--- src/rtl/fpt_pkg.sv ---
package fpt_pkg;

  localparam int FAN_W       = 3;
  localparam int PCT_W       = 7;
  localparam int TACH_W      = 20;
  localparam int PERIOD_W    = TACH_W + 1;
  localparam int RPM_W       = 25;
  localparam int DUTY_W      = 8;
  localparam int WDOG_W      = 20;
  localparam int CFG_DATA_W  = 20;
  localparam int CFG_IDX_W   = 1;
  localparam int NUM_FANS    = 4;
  localparam int QUEUE_DEPTH = 2;

  localparam logic [RPM_W-1:0]  RPM_NUM          = 25'd30000000;
  localparam logic [WDOG_W-1:0] ELAPSED_MAX      = 20'hFFFFF;
  localparam logic [WDOG_W-1:0] WDOG_PERIOD_INIT = 20'd30000;
  localparam logic [PCT_W-1:0]  EMERG_PCT_INIT   = 7'd100;
  localparam logic [DUTY_W-1:0] DUTY_MAX         = 8'd255;
  // 2^22 / 100 rounded up, exact floor for products up to 127 * 255
  localparam logic [30:0]       RECIP_100        = 31'd41944;

  localparam logic [CFG_IDX_W-1:0] CFG_WDOG_PERIOD = 1'd0;
  localparam logic [CFG_IDX_W-1:0] CFG_EMERG_PCT   = 1'd1;

  typedef enum logic [1:0] {
    OP_TICK,
    OP_KICK,
    OP_SET,
    OP_GET
  } opcode_t;

  typedef enum logic [1:0] {
    STAT_OK,
    STAT_BAD_FAN,
    STAT_WDOG
  } status_t;

  typedef enum logic [2:0] {
    CMD_TICK,
    CMD_KICK,
    CMD_SET,
    CMD_GET,
    CMD_BAD
  } cmd_kind_t;

  typedef struct packed {
    opcode_t             opcode;
    logic [FAN_W-1:0]    fan_number;
    logic [PCT_W-1:0]    percent;
    logic [TACH_W-1:0]   tach_high_us;
    logic [TACH_W-1:0]   tach_low_us;
  } in_word_t;

  typedef struct packed {
    status_t             status;
    logic [RPM_W-1:0]    rpm;
    logic [DUTY_W-1:0]   duty_fan_one;
    logic [DUTY_W-1:0]   duty_fan_two;
    logic [DUTY_W-1:0]   duty_fan_three;
    logic [DUTY_W-1:0]   duty_fan_four;
  } out_word_t;

  typedef struct packed {
    cmd_kind_t           kind;
    logic [FAN_W-1:0]    fan_number;
    logic [PERIOD_W-1:0] period;
    logic [DUTY_W-1:0]   duty;
  } cmd_t;

  // floor(pct * 255 / 100), saturated at 255
  function automatic logic [DUTY_W-1:0] duty_from_percent(input logic [PCT_W-1:0] pct);
    logic [14:0] scaled;
    logic [30:0] prod;
    logic [8:0]  q;
    scaled = (15'(pct) << 8) - 15'(pct);
    prod   = 31'(scaled) * RECIP_100;
    q      = prod[30:22];
    return (q > 9'(DUTY_MAX)) ? DUTY_MAX : q[DUTY_W-1:0];
  endfunction

endpackage

--- src/rtl/fan_pwm_tach_watchdog_controller.sv ---
// multi-fan pwm controller with a millisecond watchdog failsafe
// input channel: in_valid / in_ready carrying in_word (opcode, fan number,
//   percent, tach high and low times); each accepted word gives one result
// output channel: out_valid / out_ready carrying out_word (status, rpm and
//   the duties of fans one to four after the command)
// configuration: cfg_we with cfg_index and cfg_data, write only while idle;
//   index 0 watchdog period in ms, index 1 emergency percent
// path: tick, kick, set, invalid and zero-period get commands go from accept
//   through a queue slot to the registered out_word; a get with a nonzero
//   period holds the back end on the divider, one of 25 quotient bits a cycle
// throughput: one command per cycle for all but get, while results are taken
// a small command queue sits between the decoder and the executing back end,
//   so input words keep being taken while a result waits on the output
// reset: duties go to 255, watchdog count to zero, period 30000 ms and
//   emergency percent 100; queue and output register are emptied
// a stalled receiver holds out_word; the queue then fills and in_ready drops
module fan_pwm_tach_watchdog_controller #(
  parameter int NUM_FANS    = fpt_pkg::NUM_FANS,
  parameter int QUEUE_DEPTH = fpt_pkg::QUEUE_DEPTH
) (
  input  logic                           clk,
  input  logic                           rst,
  input  logic                           in_valid,
  output logic                           in_ready,
  input  fpt_pkg::in_word_t              in_word,
  output logic                           out_valid,
  input  logic                           out_ready,
  output fpt_pkg::out_word_t             out_word,
  input  logic                           cfg_we,
  input  logic [fpt_pkg::CFG_IDX_W-1:0]  cfg_index,
  input  logic [fpt_pkg::CFG_DATA_W-1:0] cfg_data
);

  logic [fpt_pkg::WDOG_W-1:0] wdog_period;
  logic [fpt_pkg::PCT_W-1:0]  emerg_pct;
  logic                       push;
  logic                       full;
  logic                       pop;
  logic                       empty;
  fpt_pkg::cmd_t              push_cmd;
  fpt_pkg::cmd_t              head;

  always_ff @(posedge clk) begin
    if (rst) begin
      wdog_period <= fpt_pkg::WDOG_PERIOD_INIT;
      emerg_pct   <= fpt_pkg::EMERG_PCT_INIT;
    end else if (cfg_we) begin
      case (cfg_index)
        fpt_pkg::CFG_WDOG_PERIOD: wdog_period <= cfg_data[fpt_pkg::WDOG_W-1:0];
        fpt_pkg::CFG_EMERG_PCT:   emerg_pct   <= cfg_data[fpt_pkg::PCT_W-1:0];
        default: ;
      endcase
    end
  end

  fpt_front #(
    .NUM_FANS (NUM_FANS)
  ) u_front (
    .in_valid (in_valid),
    .in_ready (in_ready),
    .in_word  (in_word),
    .push     (push),
    .push_cmd (push_cmd),
    .full     (full)
  );

  fpt_queue #(
    .DEPTH (QUEUE_DEPTH)
  ) u_queue (
    .clk      (clk),
    .rst      (rst),
    .push     (push),
    .push_cmd (push_cmd),
    .full     (full),
    .pop      (pop),
    .head     (head),
    .empty    (empty)
  );

  fpt_back #(
    .NUM_FANS (NUM_FANS)
  ) u_back (
    .clk         (clk),
    .rst         (rst),
    .wdog_period (wdog_period),
    .emerg_pct   (emerg_pct),
    .head        (head),
    .empty       (empty),
    .pop         (pop),
    .out_valid   (out_valid),
    .out_ready   (out_ready),
    .out_word    (out_word)
  );

endmodule

--- src/rtl/fpt_front.sv ---
module fpt_front #(
  parameter int NUM_FANS = fpt_pkg::NUM_FANS
) (
  input  logic              in_valid,
  output logic              in_ready,
  input  fpt_pkg::in_word_t in_word,
  output logic              push,
  output fpt_pkg::cmd_t     push_cmd,
  input  logic              full
);

  logic fan_ok;

  assign in_ready = !full;
  assign push     = in_valid && !full;
  assign fan_ok   = (in_word.fan_number != '0) &&
                    (in_word.fan_number <= fpt_pkg::FAN_W'(NUM_FANS));

  always_comb begin
    push_cmd.fan_number = in_word.fan_number;
    push_cmd.period     = fpt_pkg::PERIOD_W'(in_word.tach_high_us) +
                          fpt_pkg::PERIOD_W'(in_word.tach_low_us);
    push_cmd.duty       = fpt_pkg::duty_from_percent(in_word.percent);
    case (in_word.opcode)
      fpt_pkg::OP_TICK: push_cmd.kind = fpt_pkg::CMD_TICK;
      fpt_pkg::OP_KICK: push_cmd.kind = fpt_pkg::CMD_KICK;
      fpt_pkg::OP_SET:  push_cmd.kind = fan_ok ? fpt_pkg::CMD_SET : fpt_pkg::CMD_BAD;
      fpt_pkg::OP_GET:  push_cmd.kind = fan_ok ? fpt_pkg::CMD_GET : fpt_pkg::CMD_BAD;
      default:          push_cmd.kind = fpt_pkg::CMD_BAD;
    endcase
  end

endmodule

--- src/rtl/fpt_queue.sv ---
module fpt_queue #(
  parameter int DEPTH = fpt_pkg::QUEUE_DEPTH
) (
  input  logic          clk,
  input  logic          rst,
  input  logic          push,
  input  fpt_pkg::cmd_t push_cmd,
  output logic          full,
  input  logic          pop,
  output fpt_pkg::cmd_t head,
  output logic          empty
);

  localparam int PTR_W = (DEPTH > 1) ? $clog2(DEPTH) : 1;
  localparam int CNT_W = $clog2(DEPTH + 1);

  fpt_pkg::cmd_t    slots [DEPTH];
  logic [PTR_W-1:0] wr_ptr;
  logic [PTR_W-1:0] rd_ptr;
  logic [CNT_W-1:0] count;

  assign full  = (count == CNT_W'(DEPTH));
  assign empty = (count == '0);
  assign head  = slots[rd_ptr];

  always_ff @(posedge clk) begin
    if (rst) begin
      wr_ptr <= '0;
      rd_ptr <= '0;
      count  <= '0;
    end else begin
      if (push) begin
        wr_ptr <= (wr_ptr == PTR_W'(DEPTH - 1)) ? '0 : wr_ptr + 1'b1;
      end
      if (pop) begin
        rd_ptr <= (rd_ptr == PTR_W'(DEPTH - 1)) ? '0 : rd_ptr + 1'b1;
      end
      case ({push, pop})
        2'b10:   count <= count + 1'b1;
        2'b01:   count <= count - 1'b1;
        default: count <= count;
      endcase
    end
  end

  always_ff @(posedge clk) begin
    if (push) begin
      slots[wr_ptr] <= push_cmd;
    end
  end

endmodule

--- src/rtl/fpt_div.sv ---
module fpt_div (
  input  logic                         clk,
  input  logic                         rst,
  input  logic                         start,
  input  logic [fpt_pkg::PERIOD_W-1:0] divisor,
  output logic                         busy,
  output logic [fpt_pkg::RPM_W-1:0]    quotient
);

  localparam int CNT_W = $clog2(fpt_pkg::RPM_W);

  logic [fpt_pkg::PERIOD_W-1:0] dvs;
  logic [fpt_pkg::PERIOD_W-1:0] rem;
  logic [fpt_pkg::PERIOD_W:0]   trial;
  logic [fpt_pkg::PERIOD_W:0]   diff;
  logic [CNT_W-1:0]             cnt;
  logic                         fits;

  // restoring division of the constant numerator, one quotient bit a cycle
  always_comb begin
    trial = {rem, fpt_pkg::RPM_NUM[cnt]};
    diff  = trial - {1'b0, dvs};
    fits  = (trial >= {1'b0, dvs});
  end

  always_ff @(posedge clk) begin
    if (rst) begin
      busy <= 1'b0;
    end else if (start) begin
      busy <= 1'b1;
    end else if (busy && cnt == '0) begin
      busy <= 1'b0;
    end
  end

  always_ff @(posedge clk) begin
    if (start) begin
      dvs <= divisor;
      rem <= '0;
      cnt <= CNT_W'(fpt_pkg::RPM_W - 1);
    end else if (busy) begin
      rem      <= fits ? diff[fpt_pkg::PERIOD_W-1:0] : trial[fpt_pkg::PERIOD_W-1:0];
      quotient <= {quotient[fpt_pkg::RPM_W-2:0], fits};
      cnt      <= cnt - 1'b1;
    end
  end

endmodule

--- src/rtl/fpt_back.sv ---
module fpt_back #(
  parameter int NUM_FANS = fpt_pkg::NUM_FANS
) (
  input  logic                         clk,
  input  logic                         rst,
  input  logic [fpt_pkg::WDOG_W-1:0]   wdog_period,
  input  logic [fpt_pkg::PCT_W-1:0]    emerg_pct,
  input  fpt_pkg::cmd_t                head,
  input  logic                         empty,
  output logic                         pop,
  output logic                         out_valid,
  input  logic                         out_ready,
  output fpt_pkg::out_word_t           out_word
);

  typedef enum logic {
    S_IDLE,
    S_DIV
  } state_t;

  state_t                        state;
  state_t                        state_next;
  logic [fpt_pkg::WDOG_W-1:0]    elapsed;
  logic [fpt_pkg::WDOG_W-1:0]    elapsed_next;
  logic [fpt_pkg::WDOG_W-1:0]    elapsed_inc;
  logic [fpt_pkg::DUTY_W-1:0]    duty [NUM_FANS];
  logic [fpt_pkg::DUTY_W-1:0]    duty_next [NUM_FANS];
  logic [fpt_pkg::DUTY_W-1:0]    shown [4];
  logic [fpt_pkg::DUTY_W-1:0]    emerg_duty;
  logic                          wd_fire;
  logic                          out_free;
  logic                          load;
  fpt_pkg::status_t              res_status;
  logic [fpt_pkg::RPM_W-1:0]     res_rpm;
  logic                          div_start;
  logic                          div_busy;
  logic [fpt_pkg::RPM_W-1:0]     div_quotient;

  fpt_div u_div (
    .clk      (clk),
    .rst      (rst),
    .start    (div_start),
    .divisor  (head.period),
    .busy     (div_busy),
    .quotient (div_quotient)
  );

  assign emerg_duty  = fpt_pkg::duty_from_percent(emerg_pct);
  assign out_free    = !out_valid || out_ready;
  assign pop         = (state == S_IDLE) && !empty && out_free;
  assign div_start   = pop && (head.kind == fpt_pkg::CMD_GET) && (head.period != '0);
  assign elapsed_inc = (elapsed == fpt_pkg::ELAPSED_MAX) ? elapsed : elapsed + 1'b1;
  assign wd_fire     = (elapsed_inc >= wdog_period);

  always_comb begin
    state_next   = state;
    elapsed_next = elapsed;
    load         = 1'b0;
    res_status   = fpt_pkg::STAT_OK;
    res_rpm      = '0;
    for (int i = 0; i < NUM_FANS; i++) begin
      duty_next[i] = duty[i];
    end
    case (state)
      S_IDLE: begin
        if (pop) begin
          load = 1'b1;
          case (head.kind)
            fpt_pkg::CMD_TICK: begin
              if (wd_fire) begin
                elapsed_next = '0;
                res_status   = fpt_pkg::STAT_WDOG;
                for (int i = 0; i < NUM_FANS; i++) begin
                  duty_next[i] = emerg_duty;
                end
              end else begin
                elapsed_next = elapsed_inc;
              end
            end
            fpt_pkg::CMD_KICK: begin
              elapsed_next = '0;
            end
            fpt_pkg::CMD_SET: begin
              for (int i = 0; i < NUM_FANS; i++) begin
                if (head.fan_number == fpt_pkg::FAN_W'(i + 1)) begin
                  duty_next[i] = head.duty;
                end
              end
            end
            fpt_pkg::CMD_GET: begin
              if (head.period != '0) begin
                load       = 1'b0;
                state_next = S_DIV;
              end
            end
            default: begin
              res_status = fpt_pkg::STAT_BAD_FAN;
            end
          endcase
        end
      end
      S_DIV: begin
        if (!div_busy && out_free) begin
          load       = 1'b1;
          res_rpm    = div_quotient;
          state_next = S_IDLE;
        end
      end
      default: state_next = S_IDLE;
    endcase
  end

  for (genvar j = 0; j < 4; j++) begin : g_shown
    if (j < NUM_FANS) begin : g_fan
      assign shown[j] = duty_next[j];
    end else begin : g_none
      assign shown[j] = '0;
    end
  end

  always_ff @(posedge clk) begin
    if (rst) begin
      state     <= S_IDLE;
      out_valid <= 1'b0;
      elapsed   <= '0;
      for (int i = 0; i < NUM_FANS; i++) begin
        duty[i] <= fpt_pkg::DUTY_MAX;
      end
    end else begin
      state   <= state_next;
      elapsed <= elapsed_next;
      for (int i = 0; i < NUM_FANS; i++) begin
        duty[i] <= duty_next[i];
      end
      if (load) begin
        out_valid               <= 1'b1;
        out_word.status         <= res_status;
        out_word.rpm            <= res_rpm;
        out_word.duty_fan_one   <= shown[0];
        out_word.duty_fan_two   <= shown[1];
        out_word.duty_fan_three <= shown[2];
        out_word.duty_fan_four  <= shown[3];
      end else if (out_ready) begin
        out_valid <= 1'b0;
      end
    end
  end

  a_div_only_in_div_state: assert property (@(posedge clk) disable iff (rst)
    div_busy |-> state == S_DIV)
    else $error("divider running outside a get");

  a_rpm_zero_on_status: assert property (@(posedge clk) disable iff (rst)
    out_valid && out_word.status != fpt_pkg::STAT_OK |-> out_word.rpm == '0)
    else $error("rpm nonzero on a non-ok word");

  a_wdog_restart: assert property (@(posedge clk) disable iff (rst)
    pop && head.kind == fpt_pkg::CMD_TICK && wd_fire
      |=> elapsed == '0 && out_valid && out_word.status == fpt_pkg::STAT_WDOG)
    else $error("watchdog expiry not applied");

endmodule

--- config.mk ---
export PLATFORM = sky130hd
export DESIGN_NAME = fan_pwm_tach_watchdog_controller
export DESIGN_NICKNAME = d
export VERILOG_FILES = /design/src/rtl/fpt_pkg.sv /design/src/rtl/fan_pwm_tach_watchdog_controller.sv /design/src/rtl/fpt_front.sv /design/src/rtl/fpt_queue.sv /design/src/rtl/fpt_div.sv /design/src/rtl/fpt_back.sv
export SDC_FILE = /design/constraint.sdc
export NUM_CORES = 1
export LEC_CHECK = 0
export BUFFER_PORTS_ARGS = -buffer_cell sky130_fd_sc_hd__buf_2
export CORE_ASPECT_RATIO = 0.5
export CORE_MARGIN = 3
export CORE_UTILIZATION = 47
export CTS_CLUSTER_DIAMETER = 200
export DETAILED_ROUTE_END_ITERATION = 6
export MAX_ROUTING_LAYER = met4
export PLACE_DENSITY = 0.78
export RECOVER_POWER = 50
export SLEW_MARGIN = 20
export SYNTH_ARGS = -nofsm -noshare
export SYNTH_HDL_FRONTEND = slang
export SYNTH_SLANG_ARGS = --single-unit
--- constraint.sdc ---
create_clock -name clk -period 7.7 [get_ports clk]
set_clock_uncertainty 0.2 [all_clocks]
set_input_delay 0.385 -clock clk [delete_from_list [all_inputs] [get_ports clk]]
set_output_delay 0.385 -clock clk [all_outputs]
set_load 0.02 [all_outputs]
Yosys cells after proc, flatten, opt, wreduce, memory -nomap -nowiden
Memory sizes are Yosys's and may differ from the RTL's. A register that Yosys moved wholly into a read port is not among the register bits.
Cells that the tools add are included.
{"block": "op_classes", "n_lt_le_gt_ge": 6, "n_addsub": 10, "n_eq_ne": 14, "bitwise": 9, "multipliers": 2, "mux": 50, "n_reduce_logical": 31}
{"cell": "$mux W32", "n": 3}
{"cell": "$mux W8", "n": 10}
{"cell": "$pmux W32 S2", "n": 1}
{"cell": "$mul A15 B13 Y28 const B", "n": 2}
{"cell": "$mux W20", "n": 2}
{"cell": "$pmux W20 S2", "n": 1}
{"cell": "$sub A15 B7 Y15", "n": 2}
{"cell": "$ge A22 B21 Y1", "n": 1}
{"cell": "$mux W1", "n": 22}
{"cell": "$add A20 B20 Y21", "n": 1}
{"cell": "$mux W21", "n": 1}
{"cell": "$reduce_bool A21 Y1", "n": 1}
{"cell": "$sub A21 B21 Y21", "n": 1}
{"cell": "$add A20 B1 Y20 const B", "n": 1}
{"cell": "$eq A20 B20 Y1 const B", "n": 1}
{"cell": "$ge A20 B20 Y1", "n": 1}
{"cell": "$gt A9 B8 Y1 const B", "n": 2}
{"cell": "$eq A3 B2 Y1 const B", "n": 4}
{"cell": "$pmux W3 S4", "n": 1}
{"cell": "$mux W5", "n": 2}
{"cell": "$reduce_and A2 Y1", "n": 5}
{"cell": "$eq A2 B2 Y1 const B", "n": 4}
{"cell": "$logic_and A1 B1 Y1", "n": 8}
{"cell": "$pmux W2 S2", "n": 2}
{"cell": "24 further kinds", "n": 43}
{"block": "word_totals", "ff_bits": 185, "output_inout_bits": 61, "romBits": 32, "mem_bits_rw": 102, "inputBits": 78, "mem_count": 3, "elab_cells": 144}
{"memory": "u_queue.slots", "words": 2, "width": 35, "rd": 1, "rd_clocked_by_memory_dff": 1, "wr": 1, "line_no": "fpt_queue.sv:17", "source": "fpt_pkg::cmd_t slots [DEPTH];"}
{"memory": "(no name shown)", "words": 32, "width": 1, "rd": 1, "rd_clocked_by_memory_dff": 1, "wr": 0, "line_no": "fpt_div.sv:21", "source": "trial = {rem, fpt_pkg::RPM_NUM[cnt]};"}
{"memory": "u_back.duty", "words": 4, "width": 8, "rd": 4, "rd_clocked_by_memory_dff": 0, "wr": 4, "line_no": "fpt_back.sv:26", "source": "logic [fpt_pkg::DUTY_W-1:0] duty [NUM_FANS];"}

Longest topological paths before layout
Gate-level depths: netlist of the first run.
{"block": "depth", "ltp_word": 9, "depth_mapped": 29}

By module
A second synthesis of the first run with hierarchy kept.
{"block": "unflattened", "cells_unflattened": 2201, "hier_area_um2": 22243.8}
{"module": "fpt_back", "area_each_um2": 9315.2, "n_inst": 1, "cells_per_inst": 970}
{"module": "fpt_front", "area_each_um2": 5171.2, "n_inst": 1, "cells_per_inst": 617}
{"module": "fpt_div", "area_each_um2": 3892.5, "n_inst": 1, "cells_per_inst": 370}
{"module": "fpt_queue", "area_each_um2": 2721.4, "n_inst": 1, "cells_per_inst": 131}
{"module": "fan_pwm_tach_watchdog_controller", "area_each_um2": 1143.6, "n_inst": 1, "cells_per_inst": 113}

Worst setup path before layout of the first run
No wires, ideal clock.
{"block": "synth_timing", "path_type": "reg-to-reg", "from": "reg emerg_pct[2] (netlist name)", "to": "reg u_back.out_word[20] (netlist name)", "arrival_ns": 6.907, "path_slack_ns": 0.326, "stages_incl_launch_ff": 25, "path_cell_list": "dfxtp_1 > clkbuf_1 > or3_1 > or3_1 > o21ai_0 > inv_1 > fa_1 > inv_1 > ha_1 > fa_1 > fa_1 > inv_1 > fa_1 > inv_1 > ha_1 > o21a_1 > o22a_1 > a2111oi_2 > or4_4 > and4_1 > buf_4 > o31ai_4 > buf_4 > a21boi_1 > a21oi_1"}
{"element": "from (decl)", "line_no": "fan_pwm_tach_watchdog_controller.sv:35", "source": "logic [fpt_pkg::PCT_W-1:0] emerg_pct;"}
{"element": "from (signal assigned)", "line_no": "fan_pwm_tach_watchdog_controller.sv:46", "source": "emerg_pct <= fpt_pkg::EMERG_PCT_INIT;"}
{"element": "from (signal assigned)", "line_no": "fan_pwm_tach_watchdog_controller.sv:50", "source": "fpt_pkg::CFG_EMERG_PCT: emerg_pct <= cfg_data[fpt_pkg::PCT_W-1:0];"}

==> results of run 1 <==
[synthesized netlist by cell type (29+ instances only)]
library cell  count
clkbuf_1         54
a21oi_1         117
o21ai_0          45
dfxtp_1         114
inv_1           348
and3_1           36
nand2_1         111
ha_1            267
a21o_1           34
nor2_1          189
a211oi_1         29
edfxtp_1        175
xnor2_1          57
nand3_1          44
nor3_1           43
fa_1            136
[flip-flops by register name, summed over array words and instances, names as in the netlist, 7 cells and up, named ones only]
| name | flops |
|---|---|
| u_queue.slots | 70 |
| u_back.out_word | 59 |
| u_back.duty | 32 |
| u_back.u_div.quotient | 25 |
| u_back.u_div.dvs | 21 |
| u_back.u_div.rem | 21 |
| u_back.elapsed | 20 |
| wdog_period | 20 |
| emerg_pct | 7 |
[final cells by class]
type | instances | area (um2) | area share (%)
multi-input combinational | 1543 | 13250 | 52.89
sequential | 289 | 7537 | 30.07
inverter | 349 | 1310 | 5.227
timing repair buffer | 208 | 1202 | 4.798
clock buffer | 46 | 863.3 | 3.445
tap | 627 | 784.5 | 3.130
clock inverter | 7 | 110.1 | 0.4393
[placed cells by master, fill, tap and decap left out, drive strengths merged, types with 36 or more instances in the layout]
cell / count
a21oi: 120
edfxtp: 175
o21ai: 54
inv: 351
and3: 36
buf: 101
clkbuf: 119
xnor2: 57
ha: 267
nand3: 45
nor3: 43
nor2: 189
dfxtp: 114
fa: 136
nand2: 112
[per-stage QoR]
stage	instances	power [mW]	worst slack, ps	utilization [%]
after floorplan	2248	7.196	325.9	-
after global placement	2980	8.516	430.6	51.75
after detailed placement	2980	8.705	285.8	51.75
after CTS	3067	10.21	382.5	54.60
after global routing	3069	11.21	14.83	54.44
final	3069	10.21	375.9	54.44
[worst reg2reg max path, cell delays in order, from the launching register on]
cell,delay [ps]
dfxtp_1,410
or3_1,460
or3_1,390
o21ai_0,300
inv_1,180
fa_1,550
inv_1,40
ha_1,290
fa_1,460
fa_1,540
inv_1,50
fa_1,520
inv_1,40
ha_1,380
o21a_1,140
o22a_1,210
o31ai_1,120
or4_4,520
and4_1,280
buf_4,200
o31ai_4,420
a21oi_1,150
o22a_1,220
[routing by layer]
| metal | global-route usage, % | part of all wire [%] | vias to the layer above |
|---|---|---|---|
| met5 | - | 0 | - |
| met3 | 2.451 | 4.9 | 105 |
| met4 | 5.586 | 2.7 | 0 |
| li1 | - | - | 8195 |
| met2 | 37.26 | 52 | 434 |
| met1 | 24.45 | 41 | 8185 |
[worst max path at each step]
stage / from / to / slack (ps) / depth (start not counted)
CTS: emerg_pct[2]$_SDFFE_PP1P_ / u_back.out_word[19]$_DFFE_PP_ / 380 / 25
finish: emerg_pct[2]$_SDFFE_PP1P_ / u_back.out_word[19]$_DFFE_PP_ / 380 / 22
floorplan: emerg_pct[2]$_SDFFE_PP1P_ / u_back.out_word[20]$_DFFE_PP_ / 330 / 24
global placement: in_word[40] / u_queue.slots[1][4]$_DFFE_PP_ / 430 / 23
detailed placement: in_word[40] / u_queue.slots[0][6]$_DFFE_PP_ / 290 / 23
global route: emerg_pct[2]$_SDFFE_PP1P_ / u_back.out_word[19]$_DFFE_PP_ / 10 / 25
[power by group through the flow]
stage	clock [mW]	sequential [mW]	combinational (mW)
2_1_floorplan	0	2.35	4.84
3_3_place_gp	0	2.31	6.21
3_5_place_dp	0	2.32	6.38
4_1_cts	1.47	2.29	6.45
5_1_grt	1.53	2.33	7.35
6_report	1.45	2.30	6.46
[logic make-up (layout without fill, tap and decap cells)]
logic type                 after synthesis  after routing  share of synthesized area, %
and+or+nand+nor                        555            555                         11.90
AOI/OAI and AO/OA                      450            450                         14.46
buffers and inverters                  416            610                         7.060
adders and majority gates              403            403                         27.13
DFF                                    289            289                         33.73
xor gates and xnor gates                85             85                         3.331
muxes                                   50             50                         2.391
[repair_timing]
item / in CTS / in global routing
hold endpoints to repair: 47 / 0
setup endpoints to repair: 0 / 16
setup buffers: 0 / 1
hold buffers: 34 / 0
gates resized for setup: 0 / 3
==> results.ini, run 1 <==
[outcome]
status=complete, but fails checks
violations=capacitance limit, slew limit

[hold_path]
whs_path_depth=4
hp-start=in_valid
min_to=u_queue.wr_ptr$_SDFFE_PP0P_
hp-class=input port to flop

[timing]
max_freq_ghz=0.1365
rsz0062_at_grt=no
setup_tns_ps=0
setup_viol=0
holdWs_ps=26.73
final_max_slew_viol_count=254
finalHoldViolations=0
worst_slew_pin_slew_ps=2977
min_period_ps=7324
maxSlewHeadroom_pct=-98.45
fin_crit_sh_pct=95.12

[grt]
grt_pass1_vias=17317
grt_max_degree=64
gr-total-overflow=0
grt_usage_pct=20.68
grt_antenna_before_repair=0
grt_pass1_wl_um=84090

[routing]
antenna_left=0
dr.pass1.iters=5
drt-total-wl_um=50730
wire_per_inst_um=16.53
drcViolationCount=0
routed_via_density=5.513
vias=16919
drt_iter0_markers=1259

[synth]
synth_edf_count=175
netlist_instances=2248
syn-num-nets=2729
yosys_warnings=0
synthArstFlopShare_pct=0
yosysSeqAreaShare_pct=33.73
synth_flop_cell=edfxtp_1
synth_top_area_share_pct=23.51
synth_cell_types=86
avgSynthCellArea_um2=9.941
ys_seq_elements=289
syn_area_um2=22350
synth_top_area_cell=edfxtp_1
synth.area.top_cells=edfxtp_1, ha_1, fa_1, dfxtp_1, inv_1

[cells_and_area]
diodes=0
areaGrowthSynthToFinish_pct=12.14
stdcell_area_um2=25060
drive_above_1_share_pct=8.026
fill_cells=3906
nNetsFinal=2901

[setup_path]
crit_chain=or3_1, or3_1, o21ai_0, inv_1, fa_1, inv_1, ha_1, fa_1, fa_1, inv_1, fa_1, inv_1, ha_1, o21a_1, o22a_1, o31ai_1, or4_4, and4_1, buf_4, o31ai_4, a21oi_1, o22a_1
r2r-start=emerg_pct[2]$_SDFFE_PP1P_
critPathTopFamily=adder cells
r2r-end=u_back.out_word[19]$_DFFE_PP_
worst-path-buf-inv=5
cp_data_arrival_time_ps=7440
required_ps=7820
crit_type=flop to flop
critPathLaunchType=flop
end_kind=flop
cp_max_fo=8
rr_worst_depth=22
timing.reg2reg.setup_slack_ps=380
slowest_delay_ps=550
crit_slowest_cell=fa_1

[clock_tree]
cts_tree=yes
root_buffer=clkbuf_16
clock_path_buffers=3
clock_latency_ps=580
numCtsBuffers=29
htreeDepth=1
clk_pin_slew_ps=60
clock-sinks=289

[place]
gp_congestion=0.9047
dp_hpwl_um=38480
placedInstanceArea_um2=23820
portBuffers=138

[floorplanning]
fp.coreArea_um2=46040
fp.dieW_um=314.4
chipHeight_um=160.2
rows=55
io_pins=139
start_util_pct=48.54
die_area_um2=50360

[flow_run]
cap_violations=6

[pwr]
swShare_pct=45.58
p_seq_share_pct=22.5
p_sw_mw=4.653
vdd_drop_max_uv=424.0
power_leakage_nw=11.17
pwr-share-clk_pct=14.2
comb_power_share_pct=63.3
p_per_area_nw_per_um2=407.3
internal_power_mw=5.555

(Power assumes the default switching activity.)
==> run 2, diff against run 1 <==
--- a/config.mk
+++ b/config.mk
@@ -7,7 +7,7 @@
 export LEC_CHECK = 0
 export BUFFER_PORTS_ARGS = -buffer_cell sky130_fd_sc_hd__buf_2
 export CORE_ASPECT_RATIO = 0.5
-export CORE_MARGIN = 3
+export CORE_MARGIN = 2
 export CORE_UTILIZATION = 47
 export CTS_CLUSTER_DIAMETER = 200
 export DETAILED_ROUTE_END_ITERATION = 6
==> run 2 against run 1 <==
  * Die area is 1.9% lower
  * The run still ends with capacitance limit, slew limit left
  * Final cell count grew 0.33%
  * Critical path type unchanged
  * Largest power group unchanged
  * Worst hold slack improved by 1.9 ps
  * Total power increased by 0.10%
==> results.ini, run 2 (synthesized netlist as in run 1, its figures left out) <==
[pwr]
p_per_area_nw_per_um2=408.2
internal_power_mw=5.533
swShare_pct=45.86
pwr-share-clk_pct=14.0
vdd_drop_max_uv=381.2
power.total_mw=10.22
p_seq_share_pct=22.6
power_leakage_nw=11.14
p_sw_mw=4.686
comb_power_share_pct=63.4

[cells_and_area]
final_cell_mix=inv_1, ha_1, nor2_1
diodes=0
reg_top3=u_queue.slots (70), u_back.out_word (59), u_back.duty (32)
largest_register=u_queue.slots
areaGrowthSynthToFinish_pct=12.03
nNetsFinal=2899
final_common_cell=inv_1
largest_reg_flops=70
drive_above_1_share_pct=8.111

[setup_path]
required_ps=7950
crit_slowest_cell=fa_1
crit_type=flop to flop
critPathLaunchType=flop
end_kind=flop
slowest_delay_ps=550
timing.reg2reg.setup_slack_ps=370
crit_chain=or3_1, or3_1, o21ai_0, inv_1, fa_1, inv_1, ha_1, fa_1, fa_1, inv_1, fa_1, inv_1, ha_1, o21a_1, o22a_1, o31ai_1, or4_4, and4_1, buf_4, o31ai_2, a21oi_1, o32a_1
cp_data_arrival_time_ps=7580
cp_max_fo=8

[clock_tree]
clk_pin_slew_ps=80
cts_tree=yes
clock-sinks=289
clock_path_buffers=3
htreeDepth=1
numCtsBuffers=29
clock_latency_ps=580
root_buffer=clkbuf_16

[routing]
dr.pass1.iters=5
vias=16887
wire_per_inst_um=16.32
routed_via_density=5.485
drt_iter0_markers=1183
drt-total-wl_um=50250
antenna_left=0
drcViolationCount=0

[grt]
grt_max_degree=65
grt_pass1_wl_um=81840
gr-total-overflow=0
grt_usage_pct=20.73
grt_pass1_vias=17132
grt_antenna_before_repair=0

[place]
gp_congestion=0.9439
dp_hpwl_um=37780
portBuffers=138

[floorplanning]
fp.coreArea_um2=46880
io_pins=139
start_util_pct=47.68
chipHeight_um=158.2
fp.dieW_um=312.4
die_area_um2=49410
rows=56

[timing]
min_period_ps=7332
finalHoldViolations=0
worst_slew_pin_slew_ps=3238
setup_viol=0
maxSlewHeadroom_pct=-115.9
fin_crit_sh_pct=95.22
setup_tns_ps=0
rsz0062_at_grt=no
max_freq_ghz=0.1364
final_max_slew_viol_count=230

[hold_path]
hp-class=input port to flop

[outcome]
status=complete, but fails checks
violations=capacitance limit, slew limit

[flow_run]
cap_violations=6

==> run 2: per-layer routing <==
metal / part of all wire (%) / GRT usage [%] / wire [um]
met5: 0 / - / 0
met4: 3.2 / 6.639 / 1600
met3: 3.9 / 2.305 / 1956
met2: 51 / 38.31 / 25690
met1: 42 / 23.72 / 21000
==> run 2: power groups by stage <==
stage	Clock [mW]	Combinational (mW)	Sequential (mW)
2_1_floorplan	0	4.84	2.35
3_3_place_gp	0	6.22	2.32
3_5_place_dp	0	6.39	2.33
4_1_cts	1.45	6.46	2.30
5_1_grt	1.51	7.36	2.34
6_report	1.43	6.48	2.31
==> run 2: timing repair <==
item                                    4_1_cts  5_1_grt
gates resized for setup                       0        3
hold endpoints to repair                     43        0
hold buffers                                 31        0
endpoints found under the setup margin        0       26
buffers inserted                              0        1
==> run 2: cell type report <==
| type | count | area, um2 |
|---|---|---|
| Fill cell | 3978 | 21840 |
| Clock buffer | 37 | 775.7 |
| Clock inverter | 17 | 180.2 |
| Timing Repair Buffer | 206 | 1179 |
| Inverter | 349 | 1310 |
| Multi-Input combinational cell | 1543 | 13260 |
| Tap cell | 638 | 798.3 |
| Sequential cell | 289 | 7537 |
==> run 2: path summary, 6_finish.rpt <==
check / start / end / cells past startpoint
worst max-delay path: emerg_pct[2]$_SDFFE_PP1P_ / u_back.duty[3][6]$_SDFF_PP1_ / 22
worst min-delay path: out_ready / u_back.out_valid$_SDFFE_PP0P_ / 3
worst max register to register: emerg_pct[2]$_SDFFE_PP1P_ / u_back.duty[3][6]$_SDFF_PP1_ / 22
worst min register to register: u_back.u_div.quotient[23]$_DFFE_PP_ / u_back.u_div.quotient[24]$_DFFE_PP_ / 0
==> run 2: through the flow <==
stage	setup slack, ps	util, %	std cells	area [um2]	hold WS [ps]
after floorplan	325.9	-	2248	22350	218.0
after global placement	352.9	50.86	2991	23840	221.9
after detailed placement	314.2	50.86	2991	23840	224.5
after CTS	341.1	53.56	3076	25110	6.449
after global routing	20.53	53.41	3079	25040	34.59
final	368.2	53.41	3079	25040	28.62
==> run 2: worst max-delay path, delay by kind of cell (launching register included) <==
kind                       cells  cell delay [ps]
adders and majority gates      6             2770
and+or+nand+nor                4             1660
buffers and inverters          5              480
DFF                            1              410
AOI/OAI and AO/OA              7             1670
==> run 3, diff against run 2 <==
--- a/config.mk
+++ b/config.mk
@@ -7,13 +7,15 @@
 export LEC_CHECK = 0
 export BUFFER_PORTS_ARGS = -buffer_cell sky130_fd_sc_hd__buf_2
 export CORE_ASPECT_RATIO = 0.5
-export CORE_MARGIN = 2
+export CORE_MARGIN = 3
 export CORE_UTILIZATION = 47
+export CTS_BUF_LIST = sky130_fd_sc_hd__clkbuf_4 sky130_fd_sc_hd__clkbuf_8
 export CTS_CLUSTER_DIAMETER = 200
 export DETAILED_ROUTE_END_ITERATION = 6
 export MAX_ROUTING_LAYER = met4
 export PLACE_DENSITY = 0.78
 export RECOVER_POWER = 50
+export SETUP_SLACK_MARGIN = 0.1
 export SLEW_MARGIN = 20
 export SYNTH_ARGS = -nofsm -noshare
 export SYNTH_HDL_FRONTEND = slang
==> run 3 against run 2 <==
  * The flow finishes with violations (DRC, capacitance limit, slew limit)
  * Cell area grew 0.72%
  * Worst hold slack better by 63 ps
  * Worst setup slack improved by 79 ps
  * Register-to-register slack improved by 80 ps
  * Utilization rose by 1.4 points
==> results.ini, run 3 (synthesized netlist as in run 1, its figures left out) <==
[outcome]
status=complete, but fails checks
violations=DRC, capacitance limit, slew limit

[floorplanning]
rows=55
io_pins=139
fp.coreArea_um2=46040
chipHeight_um=160.2
die_area_um2=50360
start_util_pct=48.54
fp.dieW_um=314.4

[grt]
grt_pass1_vias=17489
grt_usage_pct=20.74
use_met2_pct=36.73
grt_antenna_before_repair=0
grtUsageMet1_pct=24.32
busiest_layer=met2
grt_max_degree=64
grt_use_met3_pct=2.944
grt_pass1_wl_um=84190
gr-total-overflow=0

[routing]
drt_iter0_markers=1181
wire_per_inst_um=16.41
drt-total-wl_um=50980
vias=17036
antenna_left=0
dr.pass1.iters=7
routed_via_density=5.483
drcViolationCount=1

[cells_and_area]
areaGrowthSynthToFinish_pct=12.83
drive_above_1_share_pct=9.516
diodes=0
post-route-util_pct=54.77
final_cell_mix=inv_1, ha_1, nor2_1
reg_top3=u_queue.slots (70), u_back.out_word (59), u_back.duty (32)
fin_cells=3107
largest_reg_flops=70
nNetsFinal=2923
largest_register=u_queue.slots
final_common_cell=inv_1
stdcell_area_um2=25220

[pwr]
p_per_area_nw_per_um2=406.9
power_leakage_nw=11.27
vdd_drop_max_uv=429.9
power.total_mw=10.26

[clock_tree]
clk_pin_slew_ps=60
cts_tree=yes
htreeDepth=2
numCtsBuffers=46
clock-sinks=289
clock_path_buffers=3
root_buffer=clkbuf_8
clock_latency_ps=610

[timing]
maxSlewHeadroom_pct=-101.0
finalHoldViolations=0
worst_slew_pin_slew_ps=3015
setup_viol=0
fin_crit_sh_pct=94.19
worst_slack_ps=447.4
holdWs_ps=91.79
final_max_slew_viol_count=254
setup_tns_ps=0
rsz0062_at_grt=yes
max_freq_ghz=0.1379
min_period_ps=7253

[setup_path]
rr_worst_depth=22
critPathLaunchType=flop
cp_max_fo=8
end_kind=flop
timing.reg2reg.setup_slack_ps=450
crit_type=flop to flop
cp_data_arrival_time_ps=7520
required_ps=7970

[hold_path]
hp-class=input port to flop
whs_path_depth=3

[place]
dp_hpwl_um=38480
portBuffers=138
pre_cts_slack_ps=285.8
placedInstanceArea_um2=23820
dp_cells=2980
gp_congestion=0.9047

[flow_run]
cap_violations=6

-- run 3: cell types whose count changed in the layout (fill, tap and decap cells not counted), moves of 3 or more --
cell / before / now
clkbuf_16: 29 / 0
clkbuf_8: 2 / 52
dlygate4sd3_1: 31 / 37
clkinvlp_4: 4 / 1
clkbuf_1: 77 / 73
clkbuf_4: 0 / 16
-- run 3: layout make-up --
cell class	count	area, um2
Clock inverter	18	216.5
Tap cell	627	784.5
Sequential cell	289	7537
Fill cell	3932	20820
Multi-Input combinational cell	1543	13270
Clock buffer	68	835.8
Timing Repair Buffer	213	1260
Inverter	349	1310
-- run 3: worst paths after layout --
kind | end | from
worst max-delay path | u_back.duty[2][0]$_SDFF_PP1_ | emerg_pct[2]$_SDFFE_PP1P_
worst min-delay path | u_queue.slots[1][27]$_DFFE_PP_ | in_word[39]
worst max register to register | u_back.duty[2][0]$_SDFF_PP1_ | emerg_pct[2]$_SDFFE_PP1P_
worst min register to register | u_back.u_div.quotient[12]$_DFFE_PP_ | u_back.u_div.quotient[11]$_DFFE_PP_
-- run 3: repair_timing --
item,CTS,global route
hold buffers,37,0
endpoints found under the hold margin,49,0
resized for setup,0,5
setup endpoints to repair,0,44
buffers inserted,0,3
-- run 3: critical path, stage by stage (launching register included) --
cell and delay [ps]:
dfxtp_1 410, or3_1 460, or3_1 380, o21ai_0 300
inv_1 180, fa_1 550, inv_1 40, ha_1 300
fa_1 460, fa_1 540, inv_1 50, fa_1 520
inv_1 40, ha_1 380, o21a_1 140, o22a_1 210
o31ai_1 120, or4_4 520, and4_1 280, buf_4 210
o31ai_2 470, and2_1 260, a21oi_1 90
-- run 3: power by group --
part	total, mW	switching, mW	internal [mW]
clock network	1.49	0.642	0.843
registers	2.30	0.177	2.12
logic	6.48	3.87	2.60
total	10.3	4.69	5.57
-- run 3: per-layer routing --
layer / vias to the layer above / part of all wire [%]
met5: - / 0
met4: 0 / 2.8
met3: 113 / 5.0
met2: 464 / 51
met1: 8211 / 41
li1: 8248 / -
